[src/hdl/acs_pkg.sv]
// Shared types, widths and codes for the audio chunk splitter.
`default_nettype none

package acs_pkg;

  localparam int unsigned OffW      = 48;
  localparam int unsigned SizeW     = 18;
  localparam int unsigned SampW     = 32;
  localparam int unsigned CodecW    = 2;
  localparam int unsigned BppW      = 10;
  localparam int unsigned ChW       = 4;
  localparam int unsigned UnitW     = BppW + ChW;
  localparam int unsigned CfgIdxW   = 2;
  localparam int unsigned CfgDataW  = 10;
  localparam int unsigned MaxPieces = 64;
  localparam int unsigned PieceCntW = $clog2(MaxPieces);

  localparam int unsigned DefBaseChunk = 4096;
  localparam int unsigned DefDtsChunk  = 65536;

  localparam logic [CodecW-1:0] CodecOther = 2'd0;
  localparam logic [CodecW-1:0] CodecPcm   = 2'd1;
  localparam logic [CodecW-1:0] CodecDts   = 2'd2;

  localparam logic [CfgIdxW-1:0] CfgCodec = 2'd0;
  localparam logic [CfgIdxW-1:0] CfgBpp   = 2'd1;
  localparam logic [CfgIdxW-1:0] CfgChan  = 2'd2;

  typedef struct packed {
    logic [CodecW-1:0] codec;
    logic [BppW-1:0]   bpp;
    logic [ChW-1:0]    ch;
  } lim_cfg_t;

  typedef enum logic [3:0] {
    StIdle  = 4'b0001,
    StLimit = 4'b0010,
    StShare = 4'b0100,
    StEmit  = 4'b1000
  } state_e;

  typedef enum logic [1:0] {
    KindPass  = 2'd0,
    KindBig   = 2'd1,
    KindSplit = 2'd2
  } kind_e;

endpackage

`default_nettype wire

[src/hdl/acs_entry_if.sv]
// Valid/ready channels for index entries and for output pieces.
`default_nettype none

interface acs_entry_if;
  import acs_pkg::*;
  logic             valid;
  logic             ready;
  logic [OffW-1:0]  entry_offset;
  logic [SizeW-1:0] entry_size;
  logic [SampW-1:0] entry_samples;

  modport source(output valid, entry_offset, entry_size, entry_samples, input ready);
  modport sink(input valid, entry_offset, entry_size, entry_samples, output ready);
endinterface

interface acs_piece_if;
  import acs_pkg::*;
  logic             valid;
  logic             ready;
  logic [OffW-1:0]  piece_offset;
  logic [SizeW-1:0] piece_size;
  logic [SampW-1:0] piece_samples;
  logic             was_split;
  logic             too_big;
  logic             last_piece;

  modport source(output valid, piece_offset, piece_size, piece_samples, was_split, too_big,
                 last_piece, input ready);
  modport sink(input valid, piece_offset, piece_size, piece_samples, was_split, too_big,
               last_piece, output ready);
endinterface

`default_nettype wire

[src/hdl/acs_limit.sv]
// Chunk limit unit: bit-serial remainder for pcm packet alignment.
`default_nettype none

module acs_limit #(
  parameter int unsigned BaseChunk = acs_pkg::DefBaseChunk,
  parameter int unsigned DtsChunk  = acs_pkg::DefDtsChunk,
  parameter int unsigned LimW      = $clog2(((BaseChunk > DtsChunk) ? BaseChunk : DtsChunk) + 1)
) (
  input  wire logic              clk_i,
  input  wire logic              rst_ni,
  input  wire logic              start_i,
  input  wire acs_pkg::lim_cfg_t cfg_i,
  output logic                   done_o,
  output logic [LimW-1:0]        lim_o
);
  import acs_pkg::*;

  localparam int unsigned CntW = $clog2(LimW + 1);
  localparam logic [LimW-1:0] BaseLim = LimW'((BaseChunk / 32) * 32);
  localparam logic [LimW-1:0] DtsLim  = LimW'(DtsChunk);

  logic             busy_q, done_q, reduce_q;
  logic [CntW-1:0]  cnt_q;
  logic [LimW-1:0]  sh_q, lim0_q;
  logic [UnitW-1:0] rem_q, rem_d, unit_q, unit_d;
  logic [UnitW:0]   r2;
  logic             fits;
  logic [LimW+UnitW-1:0] cut_w;
  logic [LimW-1:0]  cut;

  assign unit_d = UnitW'(cfg_i.bpp) * UnitW'(cfg_i.ch);
  assign r2     = {rem_q, sh_q[LimW-1]};
  assign fits   = r2 >= {1'b0, unit_q};
  assign rem_d  = fits ? UnitW'(r2 - {1'b0, unit_q}) : r2[UnitW-1:0];
  assign cut_w  = {{UnitW{1'b0}}, lim0_q} - {{LimW{1'b0}}, rem_q};
  assign cut    = cut_w[LimW-1:0];

  always_ff @(posedge clk_i or negedge rst_ni) begin
    if (!rst_ni) begin
      busy_q <= 1'b0;
      done_q <= 1'b0;
      cnt_q  <= '0;
    end else begin
      done_q <= 1'b0;
      if (start_i) begin
        busy_q <= 1'b1;
        cnt_q  <= CntW'(LimW);
      end else if (busy_q) begin
        cnt_q <= cnt_q - 1'b1;
        if (cnt_q == CntW'(1)) begin
          busy_q <= 1'b0;
          done_q <= 1'b1;
        end
      end
    end
  end

  always_ff @(posedge clk_i) begin
    if (start_i) begin
      lim0_q   <= (cfg_i.codec == CodecDts) ? DtsLim : BaseLim;
      sh_q     <= (cfg_i.codec == CodecDts) ? DtsLim : BaseLim;
      reduce_q <= (cfg_i.codec == CodecPcm) && (cfg_i.bpp > BppW'(1));
      unit_q   <= unit_d;
      rem_q    <= '0;
    end else if (busy_q) begin
      sh_q  <= {sh_q[LimW-2:0], 1'b0};
      rem_q <= rem_d;
    end
  end

  assign done_o = done_q;
  assign lim_o  = (reduce_q && (unit_q != '0) && (cut != '0)) ? cut : lim0_q;

endmodule

`default_nettype wire

[src/hdl/acs_share.sv]
// Share unit: shift-add multiply then restoring divide, one bit per cycle.
`default_nettype none

module acs_share #(
  parameter int unsigned BaseChunk = acs_pkg::DefBaseChunk,
  parameter int unsigned DtsChunk  = acs_pkg::DefDtsChunk,
  parameter int unsigned LimW      = $clog2(((BaseChunk > DtsChunk) ? BaseChunk : DtsChunk) + 1)
) (
  input  wire logic                       clk_i,
  input  wire logic                       rst_ni,
  input  wire logic                       start_i,
  input  wire logic [acs_pkg::SampW-1:0]  samples_i,
  input  wire logic [acs_pkg::SizeW-1:0]  size_i,
  input  wire logic [LimW-1:0]            lim_i,
  output logic                            done_o,
  output logic [acs_pkg::SampW-1:0]       share_o
);
  import acs_pkg::*;

  localparam int unsigned PW   = SampW + LimW;
  localparam int unsigned CntW = $clog2(PW + 1);

  logic             mul_q, div_q, done_q;
  logic [CntW-1:0]  cnt_q;
  logic [PW-1:0]    acc_q;
  logic [LimW-1:0]  lsh_q;
  logic [SampW-1:0] samp_q, quo_q;
  logic [SizeW-1:0] size_q, rem_q, rem_d;
  logic [SizeW:0]   r2;
  logic             fits;

  assign r2    = {rem_q, acc_q[PW-1]};
  assign fits  = r2 >= {1'b0, size_q};
  assign rem_d = fits ? SizeW'(r2 - {1'b0, size_q}) : r2[SizeW-1:0];

  always_ff @(posedge clk_i or negedge rst_ni) begin
    if (!rst_ni) begin
      mul_q  <= 1'b0;
      div_q  <= 1'b0;
      done_q <= 1'b0;
      cnt_q  <= '0;
    end else begin
      done_q <= 1'b0;
      if (start_i) begin
        mul_q <= 1'b1;
        cnt_q <= CntW'(LimW);
      end else if (mul_q) begin
        cnt_q <= cnt_q - 1'b1;
        if (cnt_q == CntW'(1)) begin
          mul_q <= 1'b0;
          div_q <= 1'b1;
          cnt_q <= CntW'(PW);
        end
      end else if (div_q) begin
        cnt_q <= cnt_q - 1'b1;
        if (cnt_q == CntW'(1)) begin
          div_q  <= 1'b0;
          done_q <= 1'b1;
        end
      end
    end
  end

  always_ff @(posedge clk_i) begin
    if (start_i) begin
      acc_q  <= '0;
      lsh_q  <= lim_i;
      samp_q <= samples_i;
      size_q <= size_i;
      rem_q  <= '0;
      quo_q  <= '0;
    end else if (mul_q) begin
      acc_q <= {acc_q[PW-2:0], 1'b0} + (lsh_q[LimW-1] ? PW'(samp_q) : '0);
      lsh_q <= {lsh_q[LimW-2:0], 1'b0};
    end else if (div_q) begin
      acc_q <= {acc_q[PW-2:0], 1'b0};
      rem_q <= rem_d;
      quo_q <= {quo_q[SampW-2:0], fits};
    end
  end

  assign done_o  = done_q;
  assign share_o = quo_q;

endmodule

`default_nettype wire

[src/hdl/audio_chunk_splitter.sv]
// Audio chunk splitter top level: config registers, sequencer, piece emitter.
//
// Usage: index entries arrive on entry_i (valid/ready), pieces leave on piece_o.
// Each entry yields one word (passthrough or dts too-big error) or up to 64
// split pieces, the final one flagged by last_piece. Config (codec class,
// bytes per packet, channel count) is written through cfg_we_i/cfg_idx_i/
// cfg_data_i while the block is idle.
// Each entry first gets its limit from a serial remainder over the LimW bits
// of the larger chunk size (17 by default); a split entry then goes through
// the bit-serial multiply and divide that give the per-piece sample share.
// Pieces then go out one per cycle while the receiver is ready. One entry is
// in work at a time; the next entry is taken once the last piece of the
// previous one sits in the output register.
// Reset clears the sequencer and output valid and restores codec class 0,
// bytes per packet 1 and channel count 1.
// A stalled receiver holds the output word; emission waits, nothing is lost.
`default_nettype none

module audio_chunk_splitter #(
  parameter int unsigned BaseChunk = acs_pkg::DefBaseChunk,
  parameter int unsigned DtsChunk  = acs_pkg::DefDtsChunk
) (
  input  wire logic                          clk_i,
  input  wire logic                          rst_ni,
  input  wire logic                          cfg_we_i,
  input  wire logic [acs_pkg::CfgIdxW-1:0]   cfg_idx_i,
  input  wire logic [acs_pkg::CfgDataW-1:0]  cfg_data_i,
  acs_entry_if.sink                          entry_i,
  acs_piece_if.source                        piece_o
);
  import acs_pkg::*;

  localparam int unsigned LimW = $clog2(((BaseChunk > DtsChunk) ? BaseChunk : DtsChunk) + 1);
  localparam int unsigned CW   = (LimW > SizeW) ? LimW : SizeW;
  localparam logic [CW-1:0] DtsCmp = CW'(DtsChunk);

  logic [CodecW-1:0] codec_q;
  logic [BppW-1:0]   bpp_q;
  logic [ChW-1:0]    ch_q;

  state_e state_q;
  kind_e  kind_q, kind_d;
  logic   in_acc, lim_done, share_done, share_start, load, more;
  logic [LimW-1:0]      lim_val, lim_q;
  logic [SampW-1:0]     share_val, share_q;
  logic [OffW-1:0]      off_q;
  logic [SizeW-1:0]     left_q;
  logic [SampW-1:0]     rest_q;
  logic [PieceCntW-1:0] cnt_q;
  lim_cfg_t             lim_cfg;

  logic             out_v_q, split_o_q, big_o_q, last_o_q;
  logic [OffW-1:0]  off_o_q;
  logic [SizeW-1:0] size_o_q;
  logic [SampW-1:0] samp_o_q;

  assign lim_cfg = '{codec: codec_q, bpp: bpp_q, ch: ch_q};
  assign in_acc  = entry_i.valid && entry_i.ready;
  assign entry_i.ready = (state_q == StIdle);

  assign share_start = (state_q == StLimit) && lim_done && (kind_d == KindSplit);
  assign load = (state_q == StEmit) && (!out_v_q || piece_o.ready);
  assign more = (CW'(left_q) > CW'(lim_q)) && (cnt_q != PieceCntW'(MaxPieces - 1));

  acs_limit #(.BaseChunk(BaseChunk), .DtsChunk(DtsChunk), .LimW(LimW)) u_limit (
    .clk_i  (clk_i),
    .rst_ni (rst_ni),
    .start_i(in_acc),
    .cfg_i  (lim_cfg),
    .done_o (lim_done),
    .lim_o  (lim_val)
  );

  acs_share #(.BaseChunk(BaseChunk), .DtsChunk(DtsChunk), .LimW(LimW)) u_share (
    .clk_i    (clk_i),
    .rst_ni   (rst_ni),
    .start_i  (share_start),
    .samples_i(rest_q),
    .size_i   (left_q),
    .lim_i    (lim_val),
    .done_o   (share_done),
    .share_o  (share_val)
  );

  // kind is settled combinationally against the fresh limit
  always_comb begin
    if ((codec_q == CodecDts) && (CW'(left_q) > DtsCmp)) begin
      kind_d = KindBig;
    end else if (CW'(left_q) <= CW'(lim_val)) begin
      kind_d = KindPass;
    end else begin
      kind_d = KindSplit;
    end
  end

  always_ff @(posedge clk_i or negedge rst_ni) begin
    if (!rst_ni) begin
      codec_q <= CodecOther;
      bpp_q   <= BppW'(1);
      ch_q    <= ChW'(1);
    end else if (cfg_we_i) begin
      case (cfg_idx_i)
        CfgCodec: codec_q <= cfg_data_i[CodecW-1:0];
        CfgBpp:   bpp_q   <= cfg_data_i[BppW-1:0];
        CfgChan:  ch_q    <= cfg_data_i[ChW-1:0];
        default: ;
      endcase
    end
  end

  always_ff @(posedge clk_i or negedge rst_ni) begin
    if (!rst_ni) begin
      state_q <= StIdle;
      kind_q  <= KindPass;
      out_v_q <= 1'b0;
    end else begin
      if (load) begin
        out_v_q <= 1'b1;
      end else if (piece_o.ready) begin
        out_v_q <= 1'b0;
      end
      case (state_q)
        StIdle: begin
          if (in_acc) begin
            state_q <= StLimit;
          end
        end
        StLimit: begin
          kind_q <= kind_d;
          if (lim_done) begin
            state_q <= (kind_d == KindSplit) ? StShare : StEmit;
          end
        end
        StShare: begin
          if (share_done) begin
            state_q <= StEmit;
          end
        end
        StEmit: begin
          if (load && !((kind_q == KindSplit) && more)) begin
            state_q <= StIdle;
          end
        end
        default: state_q <= StIdle;
      endcase
    end
  end

  always_ff @(posedge clk_i) begin
    if (in_acc) begin
      off_q  <= entry_i.entry_offset;
      left_q <= entry_i.entry_size;
      rest_q <= entry_i.entry_samples;
      cnt_q  <= '0;
    end
    if ((state_q == StLimit) && lim_done) begin
      lim_q <= lim_val;
    end
    if (share_done) begin
      share_q <= share_val;
    end
    if (load) begin
      case (kind_q)
        KindBig: begin
          off_o_q   <= '0;
          size_o_q  <= '0;
          samp_o_q  <= '0;
          split_o_q <= 1'b0;
          big_o_q   <= 1'b1;
          last_o_q  <= 1'b1;
        end
        KindSplit: begin
          split_o_q <= 1'b1;
          big_o_q   <= 1'b0;
          off_o_q   <= off_q;
          if (more) begin
            size_o_q <= SizeW'(lim_q);
            samp_o_q <= share_q;
            last_o_q <= 1'b0;
            off_q    <= off_q + OffW'(lim_q);
            left_q   <= left_q - SizeW'(lim_q);
            rest_q   <= rest_q - share_q;
            cnt_q    <= cnt_q + 1'b1;
          end else begin
            size_o_q <= left_q;
            samp_o_q <= rest_q;
            last_o_q <= 1'b1;
          end
        end
        default: begin
          off_o_q   <= off_q;
          size_o_q  <= left_q;
          samp_o_q  <= rest_q;
          split_o_q <= 1'b0;
          big_o_q   <= 1'b0;
          last_o_q  <= 1'b1;
        end
      endcase
    end
  end

  assign piece_o.valid         = out_v_q;
  assign piece_o.piece_offset  = off_o_q;
  assign piece_o.piece_size    = size_o_q;
  assign piece_o.piece_samples = samp_o_q;
  assign piece_o.was_split     = split_o_q;
  assign piece_o.too_big       = big_o_q;
  assign piece_o.last_piece    = last_o_q;

endmodule

`default_nettype wire

[src/flat_wrapper.sv]
// flat-port wrapper written by rule: the top's interface ports become plain ports
module audio_chunk_splitter_flat import acs_pkg::*;
#(
  parameter int unsigned BaseChunk = acs_pkg::DefBaseChunk,
  parameter int unsigned DtsChunk  = acs_pkg::DefDtsChunk
)
  (clk_i, rst_ni, cfg_we_i, cfg_idx_i, cfg_data_i, entry_i_valid, entry_i_entry_offset, entry_i_entry_size, entry_i_entry_samples, entry_i_ready, piece_o_valid, piece_o_piece_offset, piece_o_piece_size, piece_o_piece_samples, piece_o_was_split, piece_o_too_big, piece_o_last_piece, piece_o_ready);
  acs_entry_if entry_i_i ();
  acs_piece_if piece_o_i ();
  input  wire logic clk_i;
  input  wire logic rst_ni;
  input  wire logic cfg_we_i;
  input  wire logic [acs_pkg::CfgIdxW-1:0] cfg_idx_i;
  input  wire logic [acs_pkg::CfgDataW-1:0] cfg_data_i;
  input wire logic [$bits(entry_i_i.valid)-1:0] entry_i_valid;
  input wire logic [$bits(entry_i_i.entry_offset)-1:0] entry_i_entry_offset;
  input wire logic [$bits(entry_i_i.entry_size)-1:0] entry_i_entry_size;
  input wire logic [$bits(entry_i_i.entry_samples)-1:0] entry_i_entry_samples;
  output wire logic [$bits(entry_i_i.ready)-1:0] entry_i_ready;
  output wire logic [$bits(piece_o_i.valid)-1:0] piece_o_valid;
  output wire logic [$bits(piece_o_i.piece_offset)-1:0] piece_o_piece_offset;
  output wire logic [$bits(piece_o_i.piece_size)-1:0] piece_o_piece_size;
  output wire logic [$bits(piece_o_i.piece_samples)-1:0] piece_o_piece_samples;
  output wire logic [$bits(piece_o_i.was_split)-1:0] piece_o_was_split;
  output wire logic [$bits(piece_o_i.too_big)-1:0] piece_o_too_big;
  output wire logic [$bits(piece_o_i.last_piece)-1:0] piece_o_last_piece;
  input wire logic [$bits(piece_o_i.ready)-1:0] piece_o_ready;
  assign entry_i_i.valid = entry_i_valid;
  assign entry_i_i.entry_offset = entry_i_entry_offset;
  assign entry_i_i.entry_size = entry_i_entry_size;
  assign entry_i_i.entry_samples = entry_i_entry_samples;
  assign entry_i_ready = entry_i_i.ready;
  assign piece_o_valid = piece_o_i.valid;
  assign piece_o_piece_offset = piece_o_i.piece_offset;
  assign piece_o_piece_size = piece_o_i.piece_size;
  assign piece_o_piece_samples = piece_o_i.piece_samples;
  assign piece_o_was_split = piece_o_i.was_split;
  assign piece_o_too_big = piece_o_i.too_big;
  assign piece_o_last_piece = piece_o_i.last_piece;
  assign piece_o_i.ready = piece_o_ready;
  audio_chunk_splitter #(.BaseChunk(BaseChunk), .DtsChunk(DtsChunk)) u_core (.clk_i(clk_i), .rst_ni(rst_ni), .cfg_we_i(cfg_we_i), .cfg_idx_i(cfg_idx_i), .cfg_data_i(cfg_data_i), .entry_i(entry_i_i), .piece_o(piece_o_i));
endmodule
[config.mk]
export PLATFORM = sky130hd
export DESIGN_NAME = audio_chunk_splitter_flat
export DESIGN_NICKNAME = d
export VERILOG_FILES = /design/src/hdl/acs_pkg.sv /design/src/hdl/acs_entry_if.sv /design/src/hdl/acs_limit.sv /design/src/hdl/acs_share.sv /design/src/hdl/audio_chunk_splitter.sv /design/src/flat_wrapper.sv
export SDC_FILE = /design/constraint.sdc
export NUM_CORES = 1
export LEC_CHECK = 0
export ABC_AREA = 1
export CAP_MARGIN = 20
export CORE_MARGIN = 8
export CORE_UTILIZATION = 55
export DETAILED_ROUTE_END_ITERATION = 10
export DONT_BUFFER_PORTS = 1
export GPL_ROUTABILITY_DRIVEN = 0
export HOLD_SLACK_MARGIN = 0.06
export PLACE_DENSITY = 0.7
export SLEW_MARGIN = 20
export SYNTH_ARGS = -nofsm -noshare
export SYNTH_HDL_FRONTEND = slang
export SYNTH_SLANG_ARGS = --single-unit
[constraint.sdc]
create_clock -name clk_i -period 9.3 [get_ports clk_i]
set_input_delay 0.93 -clock clk_i [delete_from_list [all_inputs] [get_ports clk_i]]
set_output_delay 0.93 -clock clk_i [all_outputs]
set_load 0.02 [all_outputs]
Yosys cells after proc, flatten, opt, wreduce, memory -nomap -nowiden

Index checks and enable logic that the tools add are counted.

Bits in registers: 522
Input port bits: 115
Output and inout bits: 103
Logic and storage cells: 168

Add/subtract/negate cells: 10
$mul: 1
Magnitude comparators: 6
Equality and inequality tests: 19
Muxes and demuxes: 66
Bitwise operators: 2
Reductions and logical operators: 28

Operators with widths:

| kind                                                 | count |
|---|---|
| two-way mux 32 bit                                   | 6 |
| two-way mux 48 bit                                   | 4 |
| two-way mux 18 bit                                   | 6 |
| two-way mux 17 bit                                   | 6 |
| two-way mux 49 bit                                   | 2 |
| one-hot mux 32 bit (2 select lines)                  | 1 |
| adder 49 x 32 -> 49 bit                              | 1 |
| adder 48 x 17 -> 48 bit                              | 1 |
| two-way mux 6 bit                                    | 8 |
| one-hot mux 18 bit (2 select lines)                  | 1 |
| subtractor 32 bit                                    | 1 |
| two-way mux 1 bit                                    | 21 |
| two-way mux 4 bit                                    | 5 |
| greater-or-equal comparator 19 x 18 -> 1 bit         | 1 |
| > comparator 18 x 17 -> 1 bit                        | 1 |
| > comparator 18 x 17 -> 1 bit, second input constant | 1 |
| less-or-equal comparator 18 x 17 -> 1 bit            | 1 |
| subtractor 18 x 17 -> 18 bit                         | 1 |
| subtractor 18 bit                                    | 1 |
| nonzero test 17 bit                                  | 1 |
| subtractor 17 x 14 -> 17 bit                         | 1 |
| one-hot mux 4 bit (4 select lines)                   | 1 |
| greater-or-equal comparator 15 x 14 -> 1 bit         | 1 |
| multiplier 10 x 4 -> 14 bit                          | 1 |
| 29 further kinds                                     | 58 |

Depth between registers and ports, before layout

Gate-level depths: netlist (run 1).

Depth in word-level cells: 11
Mapped depth: 28
Depth with buffers taken out: 26

Modules after synthesis

From an unflattened synthesis (run 1), not the netlist that was laid out.

Cells, all modules: 4319
Area total of the unflattened synthesis: 31637.8 µm²

Modules (own cells, without submodules):

| module               | instances | cells an instance | area each (µm²) | sequential area each (µm²) |
|---|---|---|---|---|
| audio_chunk_splitter | 1         | 2161              | 16552.1         | 7165.6 |
| acs_share            | 1         | 1572              | 10935.5         | 4219.0 |
| acs_limit            | 1         | 586               | 4150.2          | 1116.1 |

Worst setup path after synthesis (run 1)

OpenSTA, ideal clock, no wires.

Path type: register to register
From: reg u_core.u_limit.rem_q[0]
To: reg u_core.u_share.samp_q[0] (enable)
Library setup time: 0.388 ns
Arrival: 3.589 ns
Data required time: 8.912 ns
Setup slack: 5.323 ns
Stages on the path, launching flop included: 26
Cell sequence: dfxtp_1 > clkinv_1 > ha_1 > nand2_2 > nand2_1 > nand2_1 > nand2_1 > nor2_1 > nand3_2 > nor2_2 > nand4_2 > nand2_4 > buf_12 > nand2_4 > nand2_2 > ha_1 > nand2_1 > inv_1 > nand3_1 > nor2_1 > o211ai_1 > nand3_1 > nand4_1 > buf_2 > inv_2 > buf_2

Word-level cells in the longest chain between the ends: 9

Ends and longest elaborated chain:

| what                                          | line                       | source |
|---|---|---|
| start: declaration                            | acs_limit.sv:25            | `logic [UnitW-1:0] rem_q, rem_d, unit_q, unit_d;` |
| start signal: assignment                      | acs_limit.sv:67            | `rem_q <= rem_d;` |
| subtractor 17 x 14 -> 17 bit (*)              | acs_limit.sv:35            | `assign cut_w = {{UnitW{1'b0}}, lim0_q} - {{LimW{1'b0}}, rem_q};` |
| nonzero test 17 bit                           | acs_limit.sv:72            | `assign lim_o = (reduce_q && (unit_q != '0) && (cut != '0)) ? cut : lim0_q;` |
| logical AND 1 bit                             | acs_limit.sv:72            |  |
| two-way mux 17 bit (*)                        | acs_limit.sv:72            |  |
| less-or-equal comparator 18 x 17 -> 1 bit (*) | audio_chunk_splitter.sv:89 | `end else if (CW'(left_q) <= CW'(lim_val)) begin` |
| two-way mux 2 bit (*)                         | audio_chunk_splitter.sv:89 |  |
| two-way mux 2 bit (*)                         | audio_chunk_splitter.sv:87 | `if ((codec_q == CodecDts) && (CW'(left_q) > DtsCmp)) begin` |
| equality test 2 bit (*)                       | audio_chunk_splitter.sv:61 | `assign share_start = (state_q == StLimit) && lim_done && (kind_d == KindSplit);` |
| logical AND 1 bit (*)                         | audio_chunk_splitter.sv:61 |  |
| end signal: assignment                        | acs_share.sv:68            | `samp_q <= samples_i;` |
| end: declaration                              | acs_share.sv:27            | `logic [SampW-1:0] samp_q, quo_q;` |

Every way passes the cells marked *; elsewhere a longest branch is shown, timed or not.
A chain may end at the register's enable or synchronous reset.

Worst setup path after layout (run 1)

From: reg u_core.u_limit.rem_q[0]
To: reg u_core.u_share.lsh_q[13], data pin

Word-level cells in the longest chain between the ends: 10

Ends and longest elaborated chain:

| what                                          | line                       | source |
|---|---|---|
| subtractor 17 x 14 -> 17 bit (*)              | acs_limit.sv:35            |  |
| nonzero test 17 bit                           | acs_limit.sv:72            |  |
| logical AND 1 bit                             | acs_limit.sv:72            |  |
| two-way mux 17 bit (*)                        | acs_limit.sv:72            |  |
| named net u_core.lim_val[9]                   | audio_chunk_splitter.sv:44 | `logic [LimW-1:0] lim_val, lim_q;` |
| less-or-equal comparator 18 x 17 -> 1 bit (*) | audio_chunk_splitter.sv:89 |  |
| two-way mux 2 bit (*)                         | audio_chunk_splitter.sv:89 |  |
| two-way mux 2 bit (*)                         | audio_chunk_splitter.sv:87 |  |
| equality test 2 bit (*)                       | audio_chunk_splitter.sv:61 |  |
| logical AND 1 bit (*)                         | audio_chunk_splitter.sv:61 |  |
| two-way mux 17 bit (*)                        | acs_share.sv:65            | `if (start_i) begin` |
| end signal: assignment                        | acs_share.sv:67            | `lsh_q <= lim_i;` |
| end signal: assignment                        | acs_share.sv:74            | `lsh_q <= {lsh_q[LimW-2:0], 1'b0};` |
| end: declaration                              | acs_share.sv:26            | `logic [LimW-1:0] lsh_q;` |

The timed path passes the listed nets; every way through them passes the cells marked *.

==> impl_metrics.tcl, run 1 <==
set metrics [dict create \
    global_route.overflow_total 0 \
    netlist_instances 4211 \
    critPathMaxStageDelay_ns 0.72 \
    reg2reg_slack_ns 4.51 \
    element_type_at_the_critical_path_end "flip-flop" \
    tritoncts "done" \
    initial_utilization 0.553 \
    timing.hold.worst.class "input pin to asynchronous set/reset pin" \
    dieHeight_um 254 \
    critPathMostFrequentCell "nand2_1" \
    largest_net_degree_at_the_start_of_global_routing 83 \
    clock-skew-final_ns 0.0211 \
    ir_worst_vdd_mv 0.186 \
    hpwl_mm 65.2 \
    timing.max_slew.rel_slack 0.342 \
    detail_route.vias_per_cell 5.52 \
    tns_ns 0 \
    path_clk_slew_ns 0.06 \
    areaGrowthSynthToFinish_pct 7.90 \
    synth_nets 4521 \
    placement.io_buffers 0 \
    clock_tree.buffer_depth 3 \
    crit_path_max_fanout 78 \
    power.density_nw_per_um2 341 \
    initialDrtViolationCount 2464 \
    worst-endpoint-arrival_ns 5.10 \
    timing.final.crit_share 0.515 \
    crit-reg2reg-launch "u_core.u_limit.rem_q[0]" \
    critical-path-slowest-cell "buf_4" \
    first_global_vias 25700 \
    timing.final.max_slew_violations 0 \
    yosys.cell_types.count 60 \
    clock_latency_ns 0.61 \
    numCtsBuffers 53 \
    drtPass1Iterations 6 \
    post-cts-setup-buffers 0 \
    drt-total-wl_mm 87.4 \
    timing_worst_setup_path_type "flip-flop to flip-flop" \
    grtUsageTotal 0.265 \
    design.final.nets 4481 \
    required_time_at_the_worst_slack_endpoint_ns 9.61 \
    finalSetupViolations 0 \
    leakage_nw 15.9 \
    detail_route.wl_per_cell_um 17.6 \
    synthesis.area_um2 31100 \
    antenna_found_initial 3 \
    grt_setup_unrepaired "no" \
    clock_sink_count 495 \
    run_status "finished clean" \
    synthesis.yosys.warnings 0 \
    highest_clock_frequency_the_design_can_meet_ghz 0.209 \
    core.rowCount 87 \
    worst_setup_path_start_kind "flip-flop" \
    layout_cell_share_with_drive_strength_beyond_1 0.0472 \
    grt_pass1_wl_mm 138 \
    hold_viol_final 0 \
    design.core.area_um2 56200 \
    fin_worst_hold_slack_ns 0.174 \
    fillers 5284 \
    post_synthesis_area_per_instance_um2 7.38 \
    fp.dieArea_um2 64400 \
    totalPowerFinal_w 0.0114 \
    worst_pin_slew_ns 0.987 \
    drcViolationCount 0 \
    cts-resized-gates 0 \
    fraction_of_the_yosys_area_taken_by_sequential_cells 0.402 \
    cts_root_buf "clkbuf_16" \
    floorplan.io_pins 218 \
    r2r_end "u_core.u_share.lsh_q[13]" \
    post-route-util 0.597 \
    cts_hold_repair.buffers 1 \
    die-width_um 254 \
    ant_nets 0 \
    count_of_state_elements_after_synthesis 495 \
    critical_path.cell_chain "clkinv_1, ha_1, nand2_2, nand2_1, nand2_1, nand2_1, nor2_1, nand3_2, nor2_2, nand4_2, nand2_4, nor2_1, inv_1, ha_1, nand2_1, nor2_1, nor3_1, nand2_1, nand2_1, nand3_1, nand4_1, buf_4, buf_4, o21ai_0" \
    rr_worst_depth 24 \
    minimum_period_implied_by_the_final_worst_setup_slack_ns 4.79 \
    route.vias.total 27500 \
    htree_levels 2 \
    max-cap-violations 0 \
]
[cell usage after synthesis, drive strengths merged]
master | instances | share of area
nand2 | 1108 | 0.14
inv | 672 | 0.081
nor2 | 418 | 0.053
o21ai | 290 | 0.047
nand3 | 250 | 0.041
edfxtp | 239 | 0.23
dfxtp | 217 | 0.14
a21oi | 212 | 0.034
ha | 173 | 0.070
nor3 | 74 | 0.012
xor2 | 70 | 0.020
nand4 | 62 | 0.013
clkbuf | 59 | 0.0072
buf | 55 | 0.010
o211ai | 55 | 0.013
dfrtp | 36 | 0.029
or2 | 34 | 0.0068
xnor2 | 31 | 0.0087
fa | 22 | 0.014
o22ai | 21 | 0.0042
nor4 | 16 | 0.0034
o21bai | 16 | 0.0039
a21o | 14 | 0.0034
nand3b | 14 | 0.0034
a31oi | 9 | 0.0020
o221ai | 9 | 0.0025
mux2 | 6 | 0.0022
o21a | 6 | 0.0014
and2 | 5 | 0.0010
a21boi | 3 | 0.00072
dfstp | 3 | 0.0025
a311oi | 2 | 0.00056
and3 | 2 | 0.00040
o2111ai | 2 | 0.00056
a22oi | 1 | 0.00024
a31o | 1 | 0.00028
clkinv | 1 | 0.00012
nor3b | 1 | 0.00024
o31ai | 1 | 0.00024
or4 | 1 | 0.00024
[state kept, by name, summed over array words and instances (netlist names), 18 cells and up]
register / cells
u_core.left_q: 18
u_core.u_share.size_q: 18
u_core.u_share.rem_q: 18
u_core.rest_q: 32
u_core.piece_o.piece_offset: 48
u_core.share_q: 32
u_core.u_share.share_o: 32
u_core.piece_o.piece_samples: 32
u_core.u_share.samp_q: 32
u_core.u_share.acc_q: 49
u_core.off_q: 48
u_core.piece_o.piece_size: 18
[power by group]
group	internal, W	switching (W)
combinational	0.00183	0.00355
sequential	0.00313	0.000693
clock	0.00134	0.000908
total	0.00629	0.00515
[metrics by stage]
step	area (um^2)	setup slack, ns	std cells
6_report	33500	4.51	4973
4_1_cts	33500	4.55	4971
5_1_grt	33500	3.92	4972
3_3_place_gp	31700	4.69	4871
2_1_floorplan	31100	5.32	4211
3_5_place_dp	31700	4.55	4871
[final cells by class]
class | instances | area (um^2) | area share
multi-input combinational | 2929 | 15500 | 0.463
clock inverter | 25 | 334 | 0.00996
sequential | 495 | 12500 | 0.373
tap | 756 | 946 | 0.0282
clock buffer | 74 | 1520 | 0.0452
inverter | 673 | 2530 | 0.0755
timing repair buffer | 19 | 163 | 0.00485
antenna | 2 | 5.00 | 0.000149
[critical path, delay by kind of cell (launching register included)]
family / cells / cell delay (ns)
buffers and inverters: 4 / 1.37
flip-flops: 1 / 0.36
AND/OR/NAND/NOR: 17 / 1.88
AO/OA/AOI/OAI: 1 / 0.20
adder cells (fa/ha/maj): 2 / 0.60
[how the worst max path moves through the flow]
stage / from / to / slack [ns]
after CTS: u_core.u_limit.rem_q[0] / u_core.u_share.lsh_q[13] / 4.55
final: u_core.u_limit.rem_q[0] / u_core.u_share.lsh_q[13] / 4.51
after detailed placement: u_core.u_limit.rem_q[0] / u_core.u_share.lsh_q[13] / 4.55
after global placement: u_core.u_limit.rem_q[0] / u_core.u_share.lsh_q[13] / 4.69
after floorplan: u_core.u_limit.rem_q[0] / u_core.u_share.samp_q[0] / 5.32
after global routing: u_core.u_limit.rem_q[0] / u_core.u_share.acc_q[41] / 3.92
[routing by layer]
layer	routed length, um	global-route usage	up-vias
li1	-	-	13600
met1	38000	0.351	12800
met2	40100	0.436	902
met3	6590	0.0541	151
met4	2650	0.0799	2
met5	13	0	-
[cell families (layout without fill, tap and decap cells)]
kind of cell	after synthesis	in the layout	synth area share
multiplexers	6	6	0.00217
buffers and inverters	787	791	0.0989
XOR/XNOR	101	101	0.0287
AO/OA/AOI/OAI	642	642	0.115
adder cells (fa/ha/maj)	195	195	0.0838
other	0	2	0
flip-flops	495	495	0.402
AND/OR/NAND/NOR	1985	1985	0.270
[placed cells by master, fill, tap and decap left out, drive strengths merged, types with 7 or more instances in the layout]
| master | count |
|---|---|
| o221ai | 9 |
| o22ai | 21 |
| nor4 | 16 |
| fa | 22 |
| or2 | 34 |
| dfrtp | 36 |
| ha | 173 |
| o211ai | 55 |
| nand3 | 250 |
| xor2 | 70 |
| edfxtp | 239 |
| o21ai | 290 |
| bufinv | 7 |
| clkbuf | 74 |
| nor2 | 418 |
| xnor2 | 31 |
| nand4 | 62 |
| nand3b | 14 |
| o21bai | 16 |
| a31oi | 9 |
| dfxtp | 217 |
| a21o | 14 |
| buf | 19 |
| nor3 | 74 |
| nand2 | 1108 |
| inv | 674 |
| a21oi | 212 |
| clkinv | 12 |
Power figures use the tool's default switching activity.
==> inputs of run 2 (changes only) <==
--- a/config.mk
+++ b/config.mk
@@ -13,7 +13,7 @@
 export DONT_BUFFER_PORTS = 1
 export GPL_ROUTABILITY_DRIVEN = 0
 export HOLD_SLACK_MARGIN = 0.06
-export PLACE_DENSITY = 0.7
+export PLACE_DENSITY = 0.73
 export SLEW_MARGIN = 20
 export SYNTH_ARGS = -nofsm -noshare
 export SYNTH_HDL_FRONTEND = slang
==> constraint.sdc (replaced) <==
create_clock -name clk_i -period 4.3 [get_ports clk_i]
set_input_delay 0.43 -clock clk_i [delete_from_list [all_inputs] [get_ports clk_i]]
set_output_delay 0.43 -clock clk_i [all_outputs]
set_load 0.02 [all_outputs]
==> run 2 against run 1 <==
Clock skew up 0.014 ns; power is 120% higher; first-iteration DRC count increased by 10%.
==> impl_metrics.tcl, run 2 (synthesis results as in run 1) <==
set metrics [dict create \
    run_status "finished clean" \
    required_time_at_the_worst_slack_endpoint_ns 4.63 \
    grt_setup_unrepaired "no" \
    timing.final.max_slew_violations 0 \
    floorplan.io_pins 218 \
    net_switching_power_figure_w 0.0113 \
    initial_utilization 0.553 \
    numCtsBuffers 55 \
    layout_common_cells "nand2_1 (1096), inv_1 (663), nor2_1 (399)" \
    drt-total-wl_mm 87.8 \
    grt_pass1_wl_mm 139 \
    highest_clock_frequency_the_design_can_meet_ghz 0.251 \
    antenna_found_initial 4 \
    tns_ns 0 \
    power_frac_seq 0.329 \
    dieHeight_um 254 \
    largest_register_ff_count 49 \
    initialDrtViolationCount 2722 \
    minimum_period_implied_by_the_final_worst_setup_slack_ns 3.99 \
    largest_net_degree_at_the_start_of_global_routing 103 \
    global_route.overflow_total 0 \
    pwr-share-clk 0.201 \
    timing_worst_setup_path_type "flip-flop to flip-flop" \
    ir_worst_vdd_mv 0.435 \
    dpl_worst_slack_ns 0.360 \
    element_type_at_the_critical_path_end "flip-flop" \
    power.switching_fraction 0.450 \
    max-cap-violations 0 \
    grtUsageTotal 0.266 \
    hpwl_mm 64.6 \
    worst-endpoint-arrival_ns 4.32 \
    core.rowCount 87 \
    worst_setup_path_start_kind "flip-flop" \
    clock-skew-final_ns 0.0354 \
    path_clk_slew_ns 0.06 \
    die-width_um 254 \
    ant_nets 0 \
    power.density_nw_per_um2 723 \
    leakage_nw 16.5 \
    final_common_cell "nand2_1" \
    pwr-share-comb 0.470 \
    detail_route.vias_per_cell 5.53 \
    drtPass1Iterations 6 \
    design.core.area_um2 56200 \
    worst_pin_slew_ns 1.01 \
    timing.final.crit_share 0.928 \
    htree_levels 2 \
    finalSetupViolations 0 \
    clock_tree.buffer_depth 3 \
    postLayoutSetupSlackWorst_ns 0.309 \
    hold_viol_final 0 \
    detail_route.wl_per_cell_um 17.3 \
    areaGrowthSynthToFinish_pct 12.0 \
    clock_sink_count 495 \
    tritoncts "done" \
    fp.dieArea_um2 64400 \
    placement.io_buffers 0 \
    route.vias.total 28100 \
    cts_root_buf "clkbuf_16" \
    clock_latency_ns 0.64 \
    power_report.internal_total_w 0.0138 \
    totalPowerFinal_w 0.0252 \
    timing.hold.worst.class "input pin to flip-flop" \
    registers.top_by_ff_count "u_core.u_share.acc_q" \
    design.final.nets 4587 \
    first_global_vias 26200 \
    timing.max_slew.rel_slack 0.328 \
    crit_path_max_fanout 27 \
    drcViolationCount 0 \
    layout_cell_share_with_drive_strength_beyond_1 0.0520 \
]
==> run 2: power by group through the flow <==
stage	Clock (W)	Combinational, W	Sequential [W]
global route	0.00530	0.0134	0.00841
global placement	0	0.0113	0.00831
detailed placement	0	0.0115	0.00832
floorplan	0	0.00885	0.00776
CTS	0.00513	0.0117	0.00824
finish	0.00506	0.0119	0.00828
==> run 2: final timing paths <==
check / from / cells past startpoint / end / slack, ns
max reg2reg: u_core.u_limit.lim0_q[12] / 21 / u_core.u_share.lsh_q[4] / 0.31
min: entry_i_entry_size[17] / 3 / u_core.left_q[17] / 0.08
min reg2reg: u_core.u_share.share_o[7] / 0 / u_core.share_q[7] / 0.42
min in group asynchronous: rst_ni / 2 / u_core.bpp_q[6] / 0.31
max in group asynchronous: rst_ni / 2 / u_core.state_q[0] / 3.71
max: u_core.u_limit.lim0_q[12] / 21 / u_core.u_share.lsh_q[4] / 0.31
==> run 2: layout make-up <==
| type | instances | area [um^2] |
|---|---|---|
| Multi-Input combinational cell | 2929 | 15600 |
| Antenna cell | 5 | 12.5 |
| Sequential cell | 495 | 12500 |
| Clock inverter | 32 | 408 |
| Timing Repair Buffer | 123 | 1300 |
| Clock buffer | 72 | 1550 |
| Inverter | 673 | 2530 |
| Fill cell | 4984 | 21300 |
| Tap cell | 756 | 946 |
==> run 2: timing repair <==
item	CTS	global route
resized for setup	0	8
hold buffers	92	0
endpoints found under the setup margin	0	47
buffers inserted	0	2
endpoints found under the hold margin	132	0
==> run 2: worst max-delay path, cell delays in order (launching register included) <==
cell	delay [ns]
edfxtp_1	0.38
ha_1	0.32
inv_1	0.10
nor2_1	0.07
nand2_1	0.08
nor2_1	0.04
a21oi_1	0.23
inv_1	0.11
nand4_2	0.18
nand2_8	0.15
nor2_1	0.33
inv_1	0.10
ha_1	0.32
nand3_1	0.09
nor2_1	0.14
o211ai_1	0.11
nand3_1	0.12
nand4_1	0.14
buf_4	0.23
buf_12	0.16
nand2_1	0.09
buf_4	0.19
==> run 2: per-layer routing <==
metal	GRT usage	up-vias	wire, um
met4	0.0923	0	3060
met2	0.435	1115	40500
met5	0	-	0
met3	0.0481	190	7700
li1	-	13800	-
met1	0.353	13000	36500
==> run 2: stage by stage <==
step / std cells / cell area [um^2] / hold slack [ns] / util
after global placement: 4882 / 31900 / 0.137 / 0.567
after detailed placement: 4882 / 31900 / 0.137 / 0.567
after floorplan: 4211 / 31100 / 0.134 / -
after global routing: 5081 / 34800 / 0.0935 / 0.620
final: 5085 / 34800 / 0.0766 / 0.620
after CTS: 5078 / 34800 / 0.0609 / 0.619
